$ cat config.mk
export PLATFORM = sky130hd
export DESIGN_NAME = av1_sequence_header_parser_top
export DESIGN_NICKNAME = d
export VERILOG_FILES = /design/src/rtl/core/av1sh_pkg.sv /design/src/rtl/core/av1_sequence_header_parser_top.sv /design/src/rtl/core/av1sh_front.sv /design/src/rtl/core/av1sh_back.sv
export SDC_FILE = /design/constraint.sdc
export NUM_CORES = 1
export LEC_CHECK = 0
export ABC_AREA = 1
export BUFFER_PORTS_ARGS = -buffer_cell sky130_fd_sc_hd__buf_4
export CORE_MARGIN = 2
export CORE_UTILIZATION = 65
export CTS_CLUSTER_SIZE = 12
export DETAILED_ROUTE_END_ITERATION = 12
export GPL_TIMING_DRIVEN = 0
export PLACE_DENSITY = 0.84
export SLEW_MARGIN = 20
export SYNTH_ARGS = -nofsm -noshare
export SYNTH_HDL_FRONTEND = slang
export SYNTH_SLANG_ARGS = --single-unit
export TNS_END_PERCENT = 30
$ cat constraint.sdc
create_clock -name clk -period 8.33 [get_ports clk]
set_clock_uncertainty 0.2 [all_clocks]
set_input_delay 0.833 -clock clk [delete_from_list [all_inputs] [get_ports clk]]
set_output_delay 0.833 -clock clk [all_outputs]
set_load 0.02 [all_outputs]
$ cat src/rtl/core/av1sh_pkg.sv
package av1sh_pkg;

	// one queued word: byte, end-of-header mark, drop mark for emulation bytes
	typedef struct packed {
		logic [7:0] byte_value;
		logic       last_byte;
		logic       skip;
	} item_t;

	localparam logic [7:0] EMU_BYTE   = 8'h03;
	localparam int         QUEUE_DEPTH = 4;

endpackage

$ cat src/rtl/core/av1_sequence_header_parser_top.sv
// Path: a byte accepted into an empty, idle block goes through the input queue, is loaded
// into the word register and walked bit by bit, and its result is set in the output register.
// Throughput: the parser takes one bit per cycle while it is not stalled; a dropped
// emulation byte is not walked bit by bit. The input queue holds 4 bytes; a result held by
// out_ready low stalls the parser at the end of the next byte that has a result.
// Reset (arst_n low, asynchronous): parser at the start of a header, queue empty,
// no result pending, strip_emulation_bytes set to 1.
module av1_sequence_header_parser_top (
	input  logic        clk,
	input  logic        arst_n,
	input  logic        cfg_we,
	input  logic        cfg_wdata,
	input  logic        in_valid,
	output logic        in_ready,
	input  logic [7:0]  byte_value,
	input  logic        last_byte,
	output logic        out_valid,
	input  logic        out_ready,
	output logic        status,
	output logic [2:0]  profile_code,
	output logic [4:0]  level_index,
	output logic        tier,
	output logic        delay_present,
	output logic [3:0]  delay_minus_one,
	output logic [4:0]  buffer_delay_bits_minus_one,
	output logic [16:0] max_width,
	output logic [16:0] max_height
);
	import av1sh_pkg::*;

	logic  q_valid, q_pop;
	item_t q_item;

	// accept and classify words
	av1sh_front u_front (
		.clk(clk), .arst_n(arst_n), .cfg_we(cfg_we), .cfg_wdata(cfg_wdata),
		.in_valid(in_valid), .in_ready(in_ready), .byte_value(byte_value),
		.last_byte(last_byte), .q_valid(q_valid), .q_item(q_item), .q_pop(q_pop)
	);

	// parse bits and deliver results
	av1sh_back u_back (
		.clk(clk), .arst_n(arst_n), .q_valid(q_valid), .q_item(q_item), .q_pop(q_pop),
		.out_valid(out_valid), .out_ready(out_ready), .status(status),
		.profile_code(profile_code), .level_index(level_index), .tier(tier),
		.delay_present(delay_present), .delay_minus_one(delay_minus_one),
		.buffer_delay_bits_minus_one(buffer_delay_bits_minus_one),
		.max_width(max_width), .max_height(max_height)
	);

`ifndef NO_ASSERTIONS
	a_trunc_zero: assert property (@(posedge clk) disable iff (!arst_n)
		out_valid && status |-> profile_code == 3'd0 && max_width == 17'd0 && max_height == 17'd0)
		else $error("truncated result carries nonzero fields");
	a_size_set: assert property (@(posedge clk) disable iff (!arst_n)
		out_valid && !status |-> max_width != 17'd0 && max_height != 17'd0)
		else $error("complete result without frame size");
`endif

endmodule

$ cat src/rtl/core/av1sh_front.sv
module av1sh_front (
	input  logic               clk,
	input  logic               arst_n,
	input  logic               cfg_we,
	input  logic               cfg_wdata,
	input  logic               in_valid,
	output logic               in_ready,
	input  logic [7:0]         byte_value,
	input  logic               last_byte,
	output logic               q_valid,
	output av1sh_pkg::item_t   q_item,
	input  logic               q_pop
);
	import av1sh_pkg::*;

	localparam int PW = $clog2(QUEUE_DEPTH);

	logic            strip_q;
	logic [1:0]      zero_run_q;
	item_t           mem_q [QUEUE_DEPTH];
	logic [PW-1:0]   wr_ptr_q, rd_ptr_q;
	logic [PW:0]     count_q;
	logic            push, skip;

	assign in_ready = (count_q != PW'(0) + (PW+1)'(QUEUE_DEPTH)) ? 1'b1 : 1'b0;
	assign push     = in_valid && in_ready;
	assign skip     = strip_q && (zero_run_q == 2'd2) && (byte_value == EMU_BYTE);
	assign q_valid  = (count_q != '0);
	assign q_item   = mem_q[rd_ptr_q];

	// hold the strip setting
	always_ff @(posedge clk or negedge arst_n) begin
		if (!arst_n) begin
			strip_q <= 1'b1;
		end else if (cfg_we) begin
			strip_q <= cfg_wdata;
		end
	end

	// track the run of zero words, restart on end of header
	always_ff @(posedge clk or negedge arst_n) begin
		if (!arst_n) begin
			zero_run_q <= 2'd0;
		end else if (push) begin
			if (last_byte || skip || byte_value != 8'd0) begin
				zero_run_q <= 2'd0;
			end else if (zero_run_q != 2'd3) begin
				zero_run_q <= zero_run_q + 2'd1;
			end
		end
	end

	// queue storage
	always_ff @(posedge clk) begin
		if (push) begin
			mem_q[wr_ptr_q] <= '{byte_value: byte_value, last_byte: last_byte, skip: skip};
		end
	end

	// advance pointers
	always_ff @(posedge clk or negedge arst_n) begin
		if (!arst_n) begin
			wr_ptr_q <= '0;
			rd_ptr_q <= '0;
			count_q  <= '0;
		end else begin
			if (push) wr_ptr_q <= wr_ptr_q + PW'(1);
			if (q_pop) rd_ptr_q <= rd_ptr_q + PW'(1);
			count_q <= count_q + (PW+1)'(push) - (PW+1)'(q_pop);
		end
	end

endmodule

$ cat src/rtl/core/av1sh_back.sv
module av1sh_back (
	input  logic              clk,
	input  logic              arst_n,
	input  logic              q_valid,
	input  av1sh_pkg::item_t  q_item,
	output logic              q_pop,
	output logic              out_valid,
	input  logic              out_ready,
	output logic              status,
	output logic [2:0]        profile_code,
	output logic [4:0]        level_index,
	output logic              tier,
	output logic              delay_present,
	output logic [3:0]        delay_minus_one,
	output logic [4:0]        buffer_delay_bits_minus_one,
	output logic [16:0]       max_width,
	output logic [16:0]       max_height
);
	import av1sh_pkg::*;

	typedef enum logic [34:0] {
		PH_PROFILE      = 35'd1 << 0,
		PH_STILL_RED    = 35'd1 << 1,
		PH_LEVEL_RED    = 35'd1 << 2,
		PH_TIMING       = 35'd1 << 3,
		PH_UNITS        = 35'd1 << 4,
		PH_SCALE_EQ     = 35'd1 << 5,
		PH_UVLC_PREFIX  = 35'd1 << 6,
		PH_UVLC_VALUE   = 35'd1 << 7,
		PH_DM_PRESENT   = 35'd1 << 8,
		PH_BDL          = 35'd1 << 9,
		PH_DM_REST      = 35'd1 << 10,
		PH_IPD_PRESENT  = 35'd1 << 11,
		PH_OP_COUNT     = 35'd1 << 12,
		PH_OP_IDC       = 35'd1 << 13,
		PH_OP_LEVEL     = 35'd1 << 14,
		PH_OP_TIER      = 35'd1 << 15,
		PH_OP_DM        = 35'd1 << 16,
		PH_OP_DEC       = 35'd1 << 17,
		PH_OP_ENC_LOW   = 35'd1 << 18,
		PH_OP_IDD_PRES  = 35'd1 << 19,
		PH_OP_IDD       = 35'd1 << 20,
		PH_FW_BITS      = 35'd1 << 21,
		PH_FH_BITS      = 35'd1 << 22,
		PH_WIDTH        = 35'd1 << 23,
		PH_HEIGHT       = 35'd1 << 24,
		PH_FRAME_ID     = 35'd1 << 25,
		PH_FRAME_ID_LEN = 35'd1 << 26,
		PH_TOOLS        = 35'd1 << 27,
		PH_TOOLS_RED    = 35'd1 << 28,
		PH_OH_TAIL      = 35'd1 << 29,
		PH_FORCE_SCT    = 35'd1 << 30,
		PH_CHOOSE_IMV   = 35'd1 << 31,
		PH_FORCE_IMV    = 35'd1 << 32,
		PH_OH_BITS      = 35'd1 << 33,
		PH_FINAL        = 35'd1 << 34
	} phase_t;

	// current word
	logic        busy_q, skip_q, last_q, was_done_q;
	logic [7:0]  sh_q;
	logic [2:0]  cnt_q;
	// parser state
	phase_t      ph_q, n_ph;
	logic [5:0]  fbl_q, n_fbl, fbl_dec;
	logic [31:0] acc_q, n_acc, acc_new;
	logic [4:0]  op_idx_q, n_op_idx, op_cnt_q, n_op_cnt;
	logic        red_q, dm_q, ipd_q, oh_q, n_red, n_dm, n_ipd, n_oh;
	logic [3:0]  wb_q, hb_q, n_wb, n_hb;
	logic [2:0]  prof_q, n_prof;
	logic [4:0]  lvl_q, n_lvl, bdl_q, n_bdl;
	logic        tier_q, n_tier, dpres_q, n_dpres, done_q, n_done;
	logic [3:0]  dly_q, n_dly;
	logic [16:0] wid_q, n_wid, hgt_q, n_hgt;
	// control
	logic        b, proc, fin, emit0, emit1, adv, out_valid_q;
	logic        res_status;

	assign b    = sh_q[7];
	assign proc = busy_q && !skip_q && !done_q;
	assign fin  = busy_q && (skip_q || cnt_q == 3'd7);

	// walk one header bit
	always_comb begin
		n_ph = ph_q; n_fbl = fbl_q; n_acc = acc_q;
		n_op_idx = op_idx_q; n_op_cnt = op_cnt_q;
		n_red = red_q; n_dm = dm_q; n_ipd = ipd_q; n_oh = oh_q;
		n_wb = wb_q; n_hb = hb_q;
		n_prof = prof_q; n_lvl = lvl_q; n_bdl = bdl_q; n_tier = tier_q;
		n_dpres = dpres_q; n_dly = dly_q; n_wid = wid_q; n_hgt = hgt_q;
		n_done = done_q;
		acc_new = {acc_q[30:0], b};
		fbl_dec = (fbl_q != 6'd0) ? fbl_q - 6'd1 : 6'd0;
		if (proc) begin
			if (ph_q == PH_UVLC_PREFIX) begin
				if (!b) begin
					if (fbl_q < 6'd32) n_fbl = fbl_q + 6'd1;
				end else if (fbl_q == 6'd0 || fbl_q >= 6'd32) begin
					n_ph = PH_DM_PRESENT; n_fbl = 6'd1; n_acc = '0;
				end else begin
					n_ph = PH_UVLC_VALUE; n_acc = '0;
				end
			end else begin
				n_acc = acc_new;
				n_fbl = fbl_dec;
				if (fbl_dec == 6'd0) begin
					n_acc = '0;
					case (ph_q)
						PH_PROFILE: begin
							n_prof = acc_new[2:0]; n_ph = PH_STILL_RED; n_fbl = 6'd2;
						end
						PH_STILL_RED: begin
							if (b) begin
								n_red = 1'b1; n_ph = PH_LEVEL_RED; n_fbl = 6'd5;
							end else begin
								n_ph = PH_TIMING; n_fbl = 6'd1;
							end
						end
						PH_LEVEL_RED: begin
							n_lvl = acc_new[4:0]; n_ph = PH_FW_BITS; n_fbl = 6'd4;
						end
						PH_TIMING: begin
							if (b) begin
								n_ph = PH_UNITS; n_fbl = 6'd32;
							end else begin
								n_ph = PH_IPD_PRESENT; n_fbl = 6'd1;
							end
						end
						PH_UNITS: begin
							n_ph = PH_SCALE_EQ; n_fbl = 6'd33;
						end
						PH_SCALE_EQ: begin
							if (b) begin
								n_ph = PH_UVLC_PREFIX; n_fbl = 6'd0;
							end else begin
								n_ph = PH_DM_PRESENT; n_fbl = 6'd1;
							end
						end
						PH_UVLC_VALUE: begin
							n_ph = PH_DM_PRESENT; n_fbl = 6'd1;
						end
						PH_DM_PRESENT: begin
							if (b) begin
								n_dm = 1'b1; n_ph = PH_BDL; n_fbl = 6'd5;
							end else begin
								n_ph = PH_IPD_PRESENT; n_fbl = 6'd1;
							end
						end
						PH_BDL: begin
							n_bdl = acc_new[4:0]; n_ph = PH_DM_REST; n_fbl = 6'd42;
						end
						PH_DM_REST: begin
							n_ph = PH_IPD_PRESENT; n_fbl = 6'd1;
						end
						PH_IPD_PRESENT: begin
							n_ipd = ipd_q | b; n_dpres = b;
							n_ph = PH_OP_COUNT; n_fbl = 6'd5;
						end
						PH_OP_COUNT: begin
							n_op_cnt = acc_new[4:0]; n_op_idx = '0;
							n_ph = PH_OP_IDC; n_fbl = 6'd12;
						end
						PH_OP_IDC: begin
							n_ph = PH_OP_LEVEL; n_fbl = 6'd5;
						end
						PH_OP_LEVEL: begin
							if (op_idx_q == 5'd0) begin
								n_lvl = acc_new[4:0]; n_tier = 1'b0;
							end
							if (acc_new[4:0] > 5'd7) begin
								n_ph = PH_OP_TIER; n_fbl = 6'd1;
							end else if (dm_q) begin
								n_ph = PH_OP_DM; n_fbl = 6'd1;
							end else if (ipd_q) begin
								n_ph = PH_OP_IDD_PRES; n_fbl = 6'd1;
							end else if (op_idx_q >= op_cnt_q) begin
								n_ph = PH_FW_BITS; n_fbl = 6'd4;
							end else begin
								n_op_idx = op_idx_q + 5'd1; n_ph = PH_OP_IDC; n_fbl = 6'd12;
							end
						end
						PH_OP_TIER: begin
							if (op_idx_q == 5'd0) n_tier = b;
							if (dm_q) begin
								n_ph = PH_OP_DM; n_fbl = 6'd1;
							end else if (ipd_q) begin
								n_ph = PH_OP_IDD_PRES; n_fbl = 6'd1;
							end else if (op_idx_q >= op_cnt_q) begin
								n_ph = PH_FW_BITS; n_fbl = 6'd4;
							end else begin
								n_op_idx = op_idx_q + 5'd1; n_ph = PH_OP_IDC; n_fbl = 6'd12;
							end
						end
						PH_OP_DM, PH_OP_ENC_LOW: begin
							if (ph_q == PH_OP_DM && b) begin
								n_ph = PH_OP_DEC; n_fbl = {1'b0, bdl_q} + 6'd1;
							end else if (ipd_q) begin
								n_ph = PH_OP_IDD_PRES; n_fbl = 6'd1;
							end else if (op_idx_q >= op_cnt_q) begin
								n_ph = PH_FW_BITS; n_fbl = 6'd4;
							end else begin
								n_op_idx = op_idx_q + 5'd1; n_ph = PH_OP_IDC; n_fbl = 6'd12;
							end
						end
						PH_OP_DEC: begin
							n_ph = PH_OP_ENC_LOW; n_fbl = {1'b0, bdl_q} + 6'd2;
						end
						PH_OP_IDD_PRES, PH_OP_IDD: begin
							if (ph_q == PH_OP_IDD_PRES && b) begin
								n_ph = PH_OP_IDD; n_fbl = 6'd4;
							end else begin
								if (ph_q == PH_OP_IDD && op_idx_q == 5'd0) n_dly = acc_new[3:0];
								if (op_idx_q >= op_cnt_q) begin
									n_ph = PH_FW_BITS; n_fbl = 6'd4;
								end else begin
									n_op_idx = op_idx_q + 5'd1; n_ph = PH_OP_IDC; n_fbl = 6'd12;
								end
							end
						end
						PH_FW_BITS: begin
							n_wb = acc_new[3:0]; n_ph = PH_FH_BITS; n_fbl = 6'd4;
						end
						PH_FH_BITS: begin
							n_hb = acc_new[3:0]; n_ph = PH_WIDTH; n_fbl = {2'b00, wb_q} + 6'd1;
						end
						PH_WIDTH: begin
							n_wid = {1'b0, acc_new[15:0]} + 17'd1;
							n_ph = PH_HEIGHT; n_fbl = {2'b00, hb_q} + 6'd1;
						end
						PH_HEIGHT: begin
							n_hgt = {1'b0, acc_new[15:0]} + 17'd1;
							if (red_q) begin
								n_ph = PH_TOOLS_RED; n_fbl = 6'd6;
							end else begin
								n_ph = PH_FRAME_ID; n_fbl = 6'd1;
							end
						end
						PH_FRAME_ID: begin
							n_ph = b ? PH_FRAME_ID_LEN : PH_TOOLS; n_fbl = b ? 6'd7 : 6'd8;
						end
						PH_FRAME_ID_LEN: begin
							n_ph = PH_TOOLS; n_fbl = 6'd8;
						end
						PH_TOOLS: begin
							n_oh = oh_q | b; n_ph = PH_OH_TAIL; n_fbl = b ? 6'd3 : 6'd1;
						end
						PH_OH_TAIL: begin
							n_ph = b ? PH_CHOOSE_IMV : PH_FORCE_SCT; n_fbl = 6'd1;
						end
						PH_FORCE_SCT: begin
							if (b) begin
								n_ph = PH_CHOOSE_IMV; n_fbl = 6'd1;
							end else begin
								n_ph = oh_q ? PH_OH_BITS : PH_FINAL; n_fbl = 6'd3;
							end
						end
						PH_CHOOSE_IMV: begin
							if (b) begin
								n_ph = oh_q ? PH_OH_BITS : PH_FINAL; n_fbl = 6'd3;
							end else begin
								n_ph = PH_FORCE_IMV; n_fbl = 6'd1;
							end
						end
						PH_FORCE_IMV: begin
							n_ph = oh_q ? PH_OH_BITS : PH_FINAL; n_fbl = 6'd3;
						end
						PH_OH_BITS: begin
							n_ph = PH_FINAL; n_fbl = 6'd3;
						end
						default: begin
							n_done = 1'b1;
						end
					endcase
				end
			end
		end
	end

	// decide on a result at the end of the word
	assign emit0      = !was_done_q && n_done;
	assign emit1      = last_q && !n_done;
	assign res_status = !emit0;
	assign adv        = !(fin && (emit0 || emit1) && out_valid_q && !out_ready);
	assign q_pop      = q_valid && (!busy_q || (fin && adv));

	// word sequencing
	always_ff @(posedge clk or negedge arst_n) begin
		if (!arst_n) begin
			busy_q     <= 1'b0;
			cnt_q      <= 3'd0;
			was_done_q <= 1'b0;
		end else begin
			if (q_pop) begin
				busy_q     <= 1'b1;
				cnt_q      <= 3'd0;
				was_done_q <= (fin && last_q) ? 1'b0 : n_done;
			end else if (fin && adv) begin
				busy_q <= 1'b0;
			end else if (busy_q && adv) begin
				cnt_q <= cnt_q + 3'd1;
			end
		end
	end

	// word payload
	always_ff @(posedge clk) begin
		if (q_pop) begin
			sh_q   <= q_item.byte_value;
			last_q <= q_item.last_byte;
			skip_q <= q_item.skip;
		end else if (busy_q && adv) begin
			sh_q <= {sh_q[6:0], 1'b0};
		end
	end

	// parser state, restart at end of header
	always_ff @(posedge clk or negedge arst_n) begin
		if (!arst_n) begin
			ph_q <= PH_PROFILE; fbl_q <= 6'd3; acc_q <= '0;
			op_idx_q <= '0; op_cnt_q <= '0;
			red_q <= 1'b0; dm_q <= 1'b0; ipd_q <= 1'b0; oh_q <= 1'b0;
			wb_q <= '0; hb_q <= '0; prof_q <= '0; lvl_q <= '0; bdl_q <= '0;
			tier_q <= 1'b0; dpres_q <= 1'b0; dly_q <= '0; wid_q <= '0; hgt_q <= '0;
			done_q <= 1'b0;
		end else if (fin && adv && last_q) begin
			ph_q <= PH_PROFILE; fbl_q <= 6'd3; acc_q <= '0;
			op_idx_q <= '0; op_cnt_q <= '0;
			red_q <= 1'b0; dm_q <= 1'b0; ipd_q <= 1'b0; oh_q <= 1'b0;
			wb_q <= '0; hb_q <= '0; prof_q <= '0; lvl_q <= '0; bdl_q <= '0;
			tier_q <= 1'b0; dpres_q <= 1'b0; dly_q <= '0; wid_q <= '0; hgt_q <= '0;
			done_q <= 1'b0;
		end else if (adv) begin
			ph_q <= n_ph; fbl_q <= n_fbl; acc_q <= n_acc;
			op_idx_q <= n_op_idx; op_cnt_q <= n_op_cnt;
			red_q <= n_red; dm_q <= n_dm; ipd_q <= n_ipd; oh_q <= n_oh;
			wb_q <= n_wb; hb_q <= n_hb; prof_q <= n_prof; lvl_q <= n_lvl; bdl_q <= n_bdl;
			tier_q <= n_tier; dpres_q <= n_dpres; dly_q <= n_dly; wid_q <= n_wid;
			hgt_q <= n_hgt; done_q <= n_done;
		end
	end

	// output register
	always_ff @(posedge clk or negedge arst_n) begin
		if (!arst_n) begin
			out_valid_q <= 1'b0;
		end else if (fin && adv && (emit0 || emit1)) begin
			out_valid_q <= 1'b1;
		end else if (out_ready) begin
			out_valid_q <= 1'b0;
		end
	end

	always_ff @(posedge clk) begin
		if (fin && adv && (emit0 || emit1)) begin
			status                      <= res_status;
			profile_code                <= res_status ? 3'd0  : n_prof;
			level_index                 <= res_status ? 5'd0  : n_lvl;
			tier                        <= res_status ? 1'b0  : n_tier;
			delay_present               <= res_status ? 1'b0  : n_dpres;
			delay_minus_one             <= res_status ? 4'd0  : n_dly;
			buffer_delay_bits_minus_one <= res_status ? 5'd0  : n_bdl;
			max_width                   <= res_status ? 17'd0 : n_wid;
			max_height                  <= res_status ? 17'd0 : n_hgt;
		end
	end

	assign out_valid = out_valid_q;

endmodule
# == Word level (Yosys, flattened, before mapping) ==
# Memory sizes are Yosys's and may differ from the RTL's.
# Index checks and enable logic that the tools add are counted.
# totals
register_bits,212
in_bits,15
mem_count,1
ram_bits,40
# memory_table
memory,depth,width,read_ports,rd_ports_with_merged_regs,wr,line,rtl
u_front.mem_q,4,10,1,0,1,av1sh_front.sv:20,item_t mem_q [QUEUE_DEPTH];
# classes
bitwise_logic,2
n_addsub,14
n_reduce_logical,79
magnitude_cmp,4
mux,182
eq_ne,47
# ops
operator,n
one-hot mux 35 bit (30 select lines),1
2-to-1 mux 35 bit,13
2-to-1 mux 17 bit,12
2-to-1 mux 5 bit,29
one-hot mux 6 bit (23 select lines),1
2-to-1 mux 4 bit,24
2-to-1 mux 15 bit,6
2-to-1 mux 6 bit,14
2-to-1 mux 1 bit,53
2-to-1 mux 22 bit,2
equality test 35 x 1 -> 1 bit (second input constant),1
equality test 35 x 10 -> 1 bit (second input constant),1
equality test 35 x 11 -> 1 bit (second input constant),1
equality test 35 x 12 -> 1 bit (second input constant),1
equality test 35 x 13 -> 1 bit (second input constant),1
equality test 35 x 14 -> 1 bit (second input constant),1
equality test 35 x 15 -> 1 bit (second input constant),1
equality test 35 x 16 -> 1 bit (second input constant),1
equality test 35 x 17 -> 1 bit (second input constant),1
equality test 35 x 18 -> 1 bit (second input constant),1
equality test 35 x 19 -> 1 bit (second input constant),1
equality test 35 x 2 -> 1 bit (second input constant),1
equality test 35 x 20 -> 1 bit (second input constant),1
equality test 35 x 21 -> 1 bit (second input constant),1
73 further kinds,159

# == Longest topological paths before layout ==
# logic_depth
word_depth,18
mapped_depth,25
mapped_depth_nobuf,24

# == Cells and area by module ==
# Synthesis repeated with hierarchy kept, for this count alone.
# hier_totals
cells_unflattened,1787
hier_area_um2,14278.7
# modules_own_cells
mod,seq_area_each_um2,cells_per_inst,area_each_um2,n_inst
av1sh_back,5378.9,1617,12170.4,1
av1sh_front,1452.6,170,2108.3,1

# == Least setup slack after synthesis ==
# OpenSTA, ideal clock, no wires.
# synth_timing
path_kind,reg2reg
from,reg u_back.fbl_q[0]
to,reg u_back.buffer_delay_bits_minus_one[0] (enable)
required_ns,7.722
path_stages_with_launch,17
path_buffers,2
t_arrival_ns,3.514
slack_ns,4.208
setup_time_ns,0.408
path_cell_list,dfstp_2 inv_1 ha_1 xor2_1 o21ai_0 nand4_1 nor2_1 nand3_1 nor2_1 nand2_1 nand2_1 nand2_2 nand3_4 buf_2 buf_2 nand4_1 inv_1
# synth_via
elab_chain_len,15
word_cells_on_any_way,17
# synth_lines
item,line,rtl
from (decl),av1sh_back.sv:65,"logic [5:0] fbl_q, n_fbl, fbl_dec;"
from (signal assigned),av1sh_back.sv:333,ph_q <= n_ph; fbl_q <= n_fbl; acc_q <= n_acc;
subtractor 6 x 1 -> 6 bit or nonzero test 6 bit (tied branches),av1sh_back.sv:93,fbl_dec = (fbl_q != 6'd0) ? fbl_q - 6'd1 : 6'd0;
2-to-1 mux 6 bit *,av1sh_back.sv:93,
zero test 6 bit *,av1sh_back.sv:106,if (fbl_dec == 6'd0) begin
2-to-1 mux 1 bit *,av1sh_back.sv:106,
2-to-1 mux 1 bit *,av1sh_back.sv:95,if (ph_q == PH_UVLC_PREFIX) begin
2-to-1 mux 1 bit *,av1sh_back.sv:94,if (proc) begin
zero test 1 bit,av1sh_back.sv:281,assign emit1 = last_q && !n_done;
logical AND 1 bit,av1sh_back.sv:281,
logical OR 1 bit *,"av1sh_back.sv:283, av1sh_back.sv:354",
logical AND 1 bit (3 in a row),av1sh_back.sv:283,assign adv = !(fin && (emit0 || emit1) && out_valid_q && !out_ready);
zero test 1 bit,av1sh_back.sv:283,
logical AND 1 bit,av1sh_back.sv:354,if (fin && adv && (emit0 || emit1)) begin
logical AND 1 bit *,av1sh_back.sv:354,
to (signal assigned),av1sh_back.sv:361,buffer_delay_bits_minus_one <= res_status ? 5'd0 : n_bdl;
to (decl),av1sh_back.sv:15,"output logic [4:0] buffer_delay_bits_minus_one,"
# Mark *: on every way between the ends. The rest lies on a longest branch, timed or not.
# A chain may end at the register's enable or synchronous reset.

# == Final worst setup path ==
# layout_timing
from,reg u_back.fbl_q[0]
to,reg u_back.buffer_delay_bits_minus_one[1] (enable)
# The elaborated chain is that of the path after synthesis.

==> results.json <==
{
  "hpwl_microns": 30100,
  "hold_viol": 0,
  "syn_nets": 1796,
  "area_delta_synth_final_pct": 12.7,
  "slowest_delay_ns": 0.58,
  "hold_path.class": "input pin to asynchronous set/reset pin",
  "drc_errors": 0,
  "worstSetupStartpointType": "flip-flop",
  "chipHeight_microns": 151,
  "fin_nets": 1897,
  "cts_hold_buf": 0,
  "power_uw": 5590,
  "htreeDepth": 1,
  "track_usage_pct": 37.3,
  "synth_flop_cell": "dfrtp_1",
  "netlist_instances": 1757,
  "setup_viol": 0,
  "required_ns": 8.35,
  "drive_gt1_share_pct": 9.58,
  "cts.clk_slew.worst_paths_ns": 0.06,
  "path_cells": "inv_1 > ha_1 > xor2_1 > o21ai_0 > nand4_1 > nor2_1 > nand3_1 > nor2_1 > nand2_1 > nand2_1 > nand2_2 > nand3_4 > buf_2 > buf_2 > nand4_1 > inv_2 > buf_12",
  "synth_edf_count": 104,
  "timing.rr.end": "u_back.buffer_delay_bits_minus_one[1]",
  "cts_tree": "done",
  "status": "completed",
  "combPwrFrac_pct": 44.8,
  "gp_congestion": 1.08,
  "final_max_slew_viol_count": 0,
  "yosysWarnings": 0,
  "viasPerCell": 6.15,
  "clock.fmax_mhz": 213,
  "grt_pass1_vias": 12500,
  "vdd_drop_max_mv": 0.250,
  "io_pins": 71,
  "p_switching_uw": 2460,
  "die_w_microns": 151,
  "slew_headroom_pct": 27.4,
  "clock-root-buffer": "clkbuf_16",
  "cts_setup_buffers": 0,
  "p_leak_uw": 0.00738,
  "rsz0062_at_grt": "false",
  "routedWlPerCell_microns": 19.5,
  "timing.hold.ws_ns": 0.0105,
  "ys_async_sr_fraction_pct": 58.7,
  "rr_worst_depth": 17,
  "initial_core_util_pct": 66.4,
  "cts_resized": 0,
  "worstMarginPinSlew_ns": 1.08,
  "ant_nets": 0,
  "r2r_start": "u_back.fbl_q[0]",
  "vias": 13200,
  "cp-end-kind": "flip-flop",
  "syn_area_sq_um": 14100,
  "design.core.area_sq_um": 21200,
  "clk_latency_ns": 0.54,
  "grt_pass1_wl_microns": 66000,
  "final_common_cell": "nand2_1",
  "rrSetupSlack_ns": 3.63,
  "synth.ff_latch_count": 252,
  "n_antenna_cell": 0,
  "fin_setup_tns_ns": 0,
  "grt_max_degree": 95,
  "path_class": "flip-flop to flip-flop",
  "arrival_ns": 4.72,
  "clock_path_buffers": 3,
  "synth_cell_types": 52,
  "switching_share_pct": 44.0,
  "final_cell_mix": "nand2_1 (413), nor2_1 (224), inv_1 (165)",
  "ys_seq_area_share_pct": 48.6,
  "pwr-share-clk_pct": 21.4,
  "port-buffer-count": 70,
  "routed_wl_microns": 42000,
  "drtIter0Drc": 1545,
  "path_max_fanout": 40,
  "grt_overflow": 0,
  "intPower_uw": 3130,
  "cts_made_buffers": 27,
  "fin_crit_ns": 4.70,
  "die_area_sq_um": 22800,
  "drt-pass1-iter-count": 8,
  "avgSynthCellArea_sq_um": 8.00,
  "crit_path_top_delay_cell": "dfstp_2",
  "post-route-period-util_pct": 56.5,
  "pwr_density_cell_nw_per_um2": 353,
  "antenna_found_initial": 0,
  "row_count": 53,
  "cts.sinks": 252,
  "sequentialPowerShare_pct": 33.8,
  "max_cap_viol_count": 0
}
==> metal layers <==
layer / global-route usage [%] / part of all wire [%] / up-vias
li1: - / - / 6092
met1: 53.5 / 41 / 6265
met2: 59.1 / 46 / 776
met3: 5.66 / 11 / 105
met4: 11.4 / 3.0 / 0
met5: 0 / 0 / -
==> layout make-up <==
type / instances / area (sq um)
inverter: 173 / 649
multi-input combinational: 1256 / 6220
fill: 1542 / 5310
sequential: 252 / 6830
clock inverter: 9 / 124
timing repair buffer: 72 / 581
tap: 275 / 344
buffer: 76 / 349
clock buffer: 41 / 738
==> power by group through the flow <==
| stage | clock network (uW) | logic (uW) | registers (uW) |
|---|---|---|---|
| 6_report | 1190 | 2500 | 1890 |
| 4_1_cts | 1190 | 2450 | 1880 |
| 3_5_place_dp | 0 | 2430 | 1900 |
| 5_1_grt | 1240 | 2720 | 1920 |
| 2_1_floorplan | 0 | 1460 | 2020 |
| 3_3_place_gp | 0 | 2340 | 1890 |
==> critical path: cells and delay by family, from the launching register on <==
| kind | cells | cell delay, ns |
|---|---|---|
| flops | 1 | 0.58 |
| simple gates | 9 | 1.46 |
| buf+inv | 5 | 1.41 |
| compound gates | 1 | 0.29 |
| xor+xnor | 1 | 0.16 |
| fa+ha+maj | 1 | 0.23 |
==> logic make-up after synthesis <==
logic type | Yosys count | share of synthesized area [%]
AOI/OAI and AO/OA | 287 | 11.6
xor gates and xnor gates | 25 | 1.56
adders and majority gates | 24 | 2.19
buffers and inverters | 249 | 7.10
DFF | 252 | 48.6
muxes | 4 | 0.294
and+or+nand+nor | 916 | 28.6
==> Yosys cell counts (3+ instances only) <==
master | count | area share [%]
edfxtp_1 | 104 | 22
xor2_1 | 20 | 1.2
nand3_1 | 127 | 4.5
nand2_2 | 4 | 0.18
buf_4 | 6 | 0.32
and3_1 | 3 | 0.13
a21boi_0 | 3 | 0.16
clkbuf_1 | 42 | 1.1
inv_1 | 166 | 4.4
a21oi_1 | 67 | 2.4
nand3b_1 | 3 | 0.16
o211ai_1 | 6 | 0.32
ha_1 | 23 | 2.0
dfrtp_1 | 144 | 26
nor2_2 | 7 | 0.31
nor2_1 | 224 | 6.0
nor4_1 | 13 | 0.58
buf_2 | 26 | 0.93
o21ai_0 | 132 | 4.7
dfstp_2 | 4 | 0.75
inv_2 | 6 | 0.16
nand4_1 | 56 | 2.5
nand3_4 | 3 | 0.37
nor3_1 | 48 | 1.7
mux2i_1 | 3 | 0.21
o21ai_1 | 11 | 0.39
o22ai_1 | 10 | 0.45
o31ai_1 | 9 | 0.48
xnor2_1 | 5 | 0.31
nand2_1 | 413 | 11
nor2_4 | 6 | 0.48
o21a_1 | 37 | 2.0
==> metrics by stage <==
stage / utilization, % / std cells / setup WS, ns / cell area [sq um]
floorplan: - / 1757 / 4.21 / 14100
global placement: 70.5 / 2102 / 2.92 / 14900
detailed placement: 70.8 / 2104 / 3.76 / 15000
CTS: 74.9 / 2154 / 3.72 / 15800
global route: 74.9 / 2154 / 3.41 / 15800
finish: 74.9 / 2154 / 3.63 / 15800
==> worst max path at each step <==
stage / startpoint / endpoint / slack (ns) / cells after the start
after floorplan: u_back.fbl_q[0] / u_back.buffer_delay_bits_minus_one[0] / 4.21 / 16
after global placement: u_back.fbl_q[0] / u_back.max_height[13] / 2.92 / 16
after detailed placement: u_back.fbl_q[0] / u_back.max_height[13] / 3.76 / 17
after CTS: u_back.fbl_q[0] / u_back.buffer_delay_bits_minus_one[1] / 3.72 / 17
after global routing: u_back.fbl_q[0] / u_back.buffer_delay_bits_minus_one[1] / 3.41 / 17
final: u_back.fbl_q[0] / u_back.buffer_delay_bits_minus_one[1] / 3.63 / 17
==> flip-flops by register name (all words and copies together) (netlist names), 3 cells and up <==
name and count:
u_front.mem_q 40, u_back.ph_q 35, u_back.hgt_q 17, u_back.max_height 17, u_back.max_width 17, u_back.wid_q 17
u_back.acc_q 15, u_back.sh_q 8, u_back.fbl_q 6, u_back.bdl_q 5, u_back.buffer_delay_bits_minus_one 5, u_back.level_index 5
u_back.lvl_q 5, u_back.op_cnt_q 5, u_back.op_idx_q 5, u_back.delay_minus_one 4, u_back.dly_q 4, u_back.hb_q 4
u_back.wb_q 4, u_back.cnt_q 3, u_back.prof_q 3, u_back.profile_code 3, u_front.count_q 3
(Power assumes the default switching activity.)
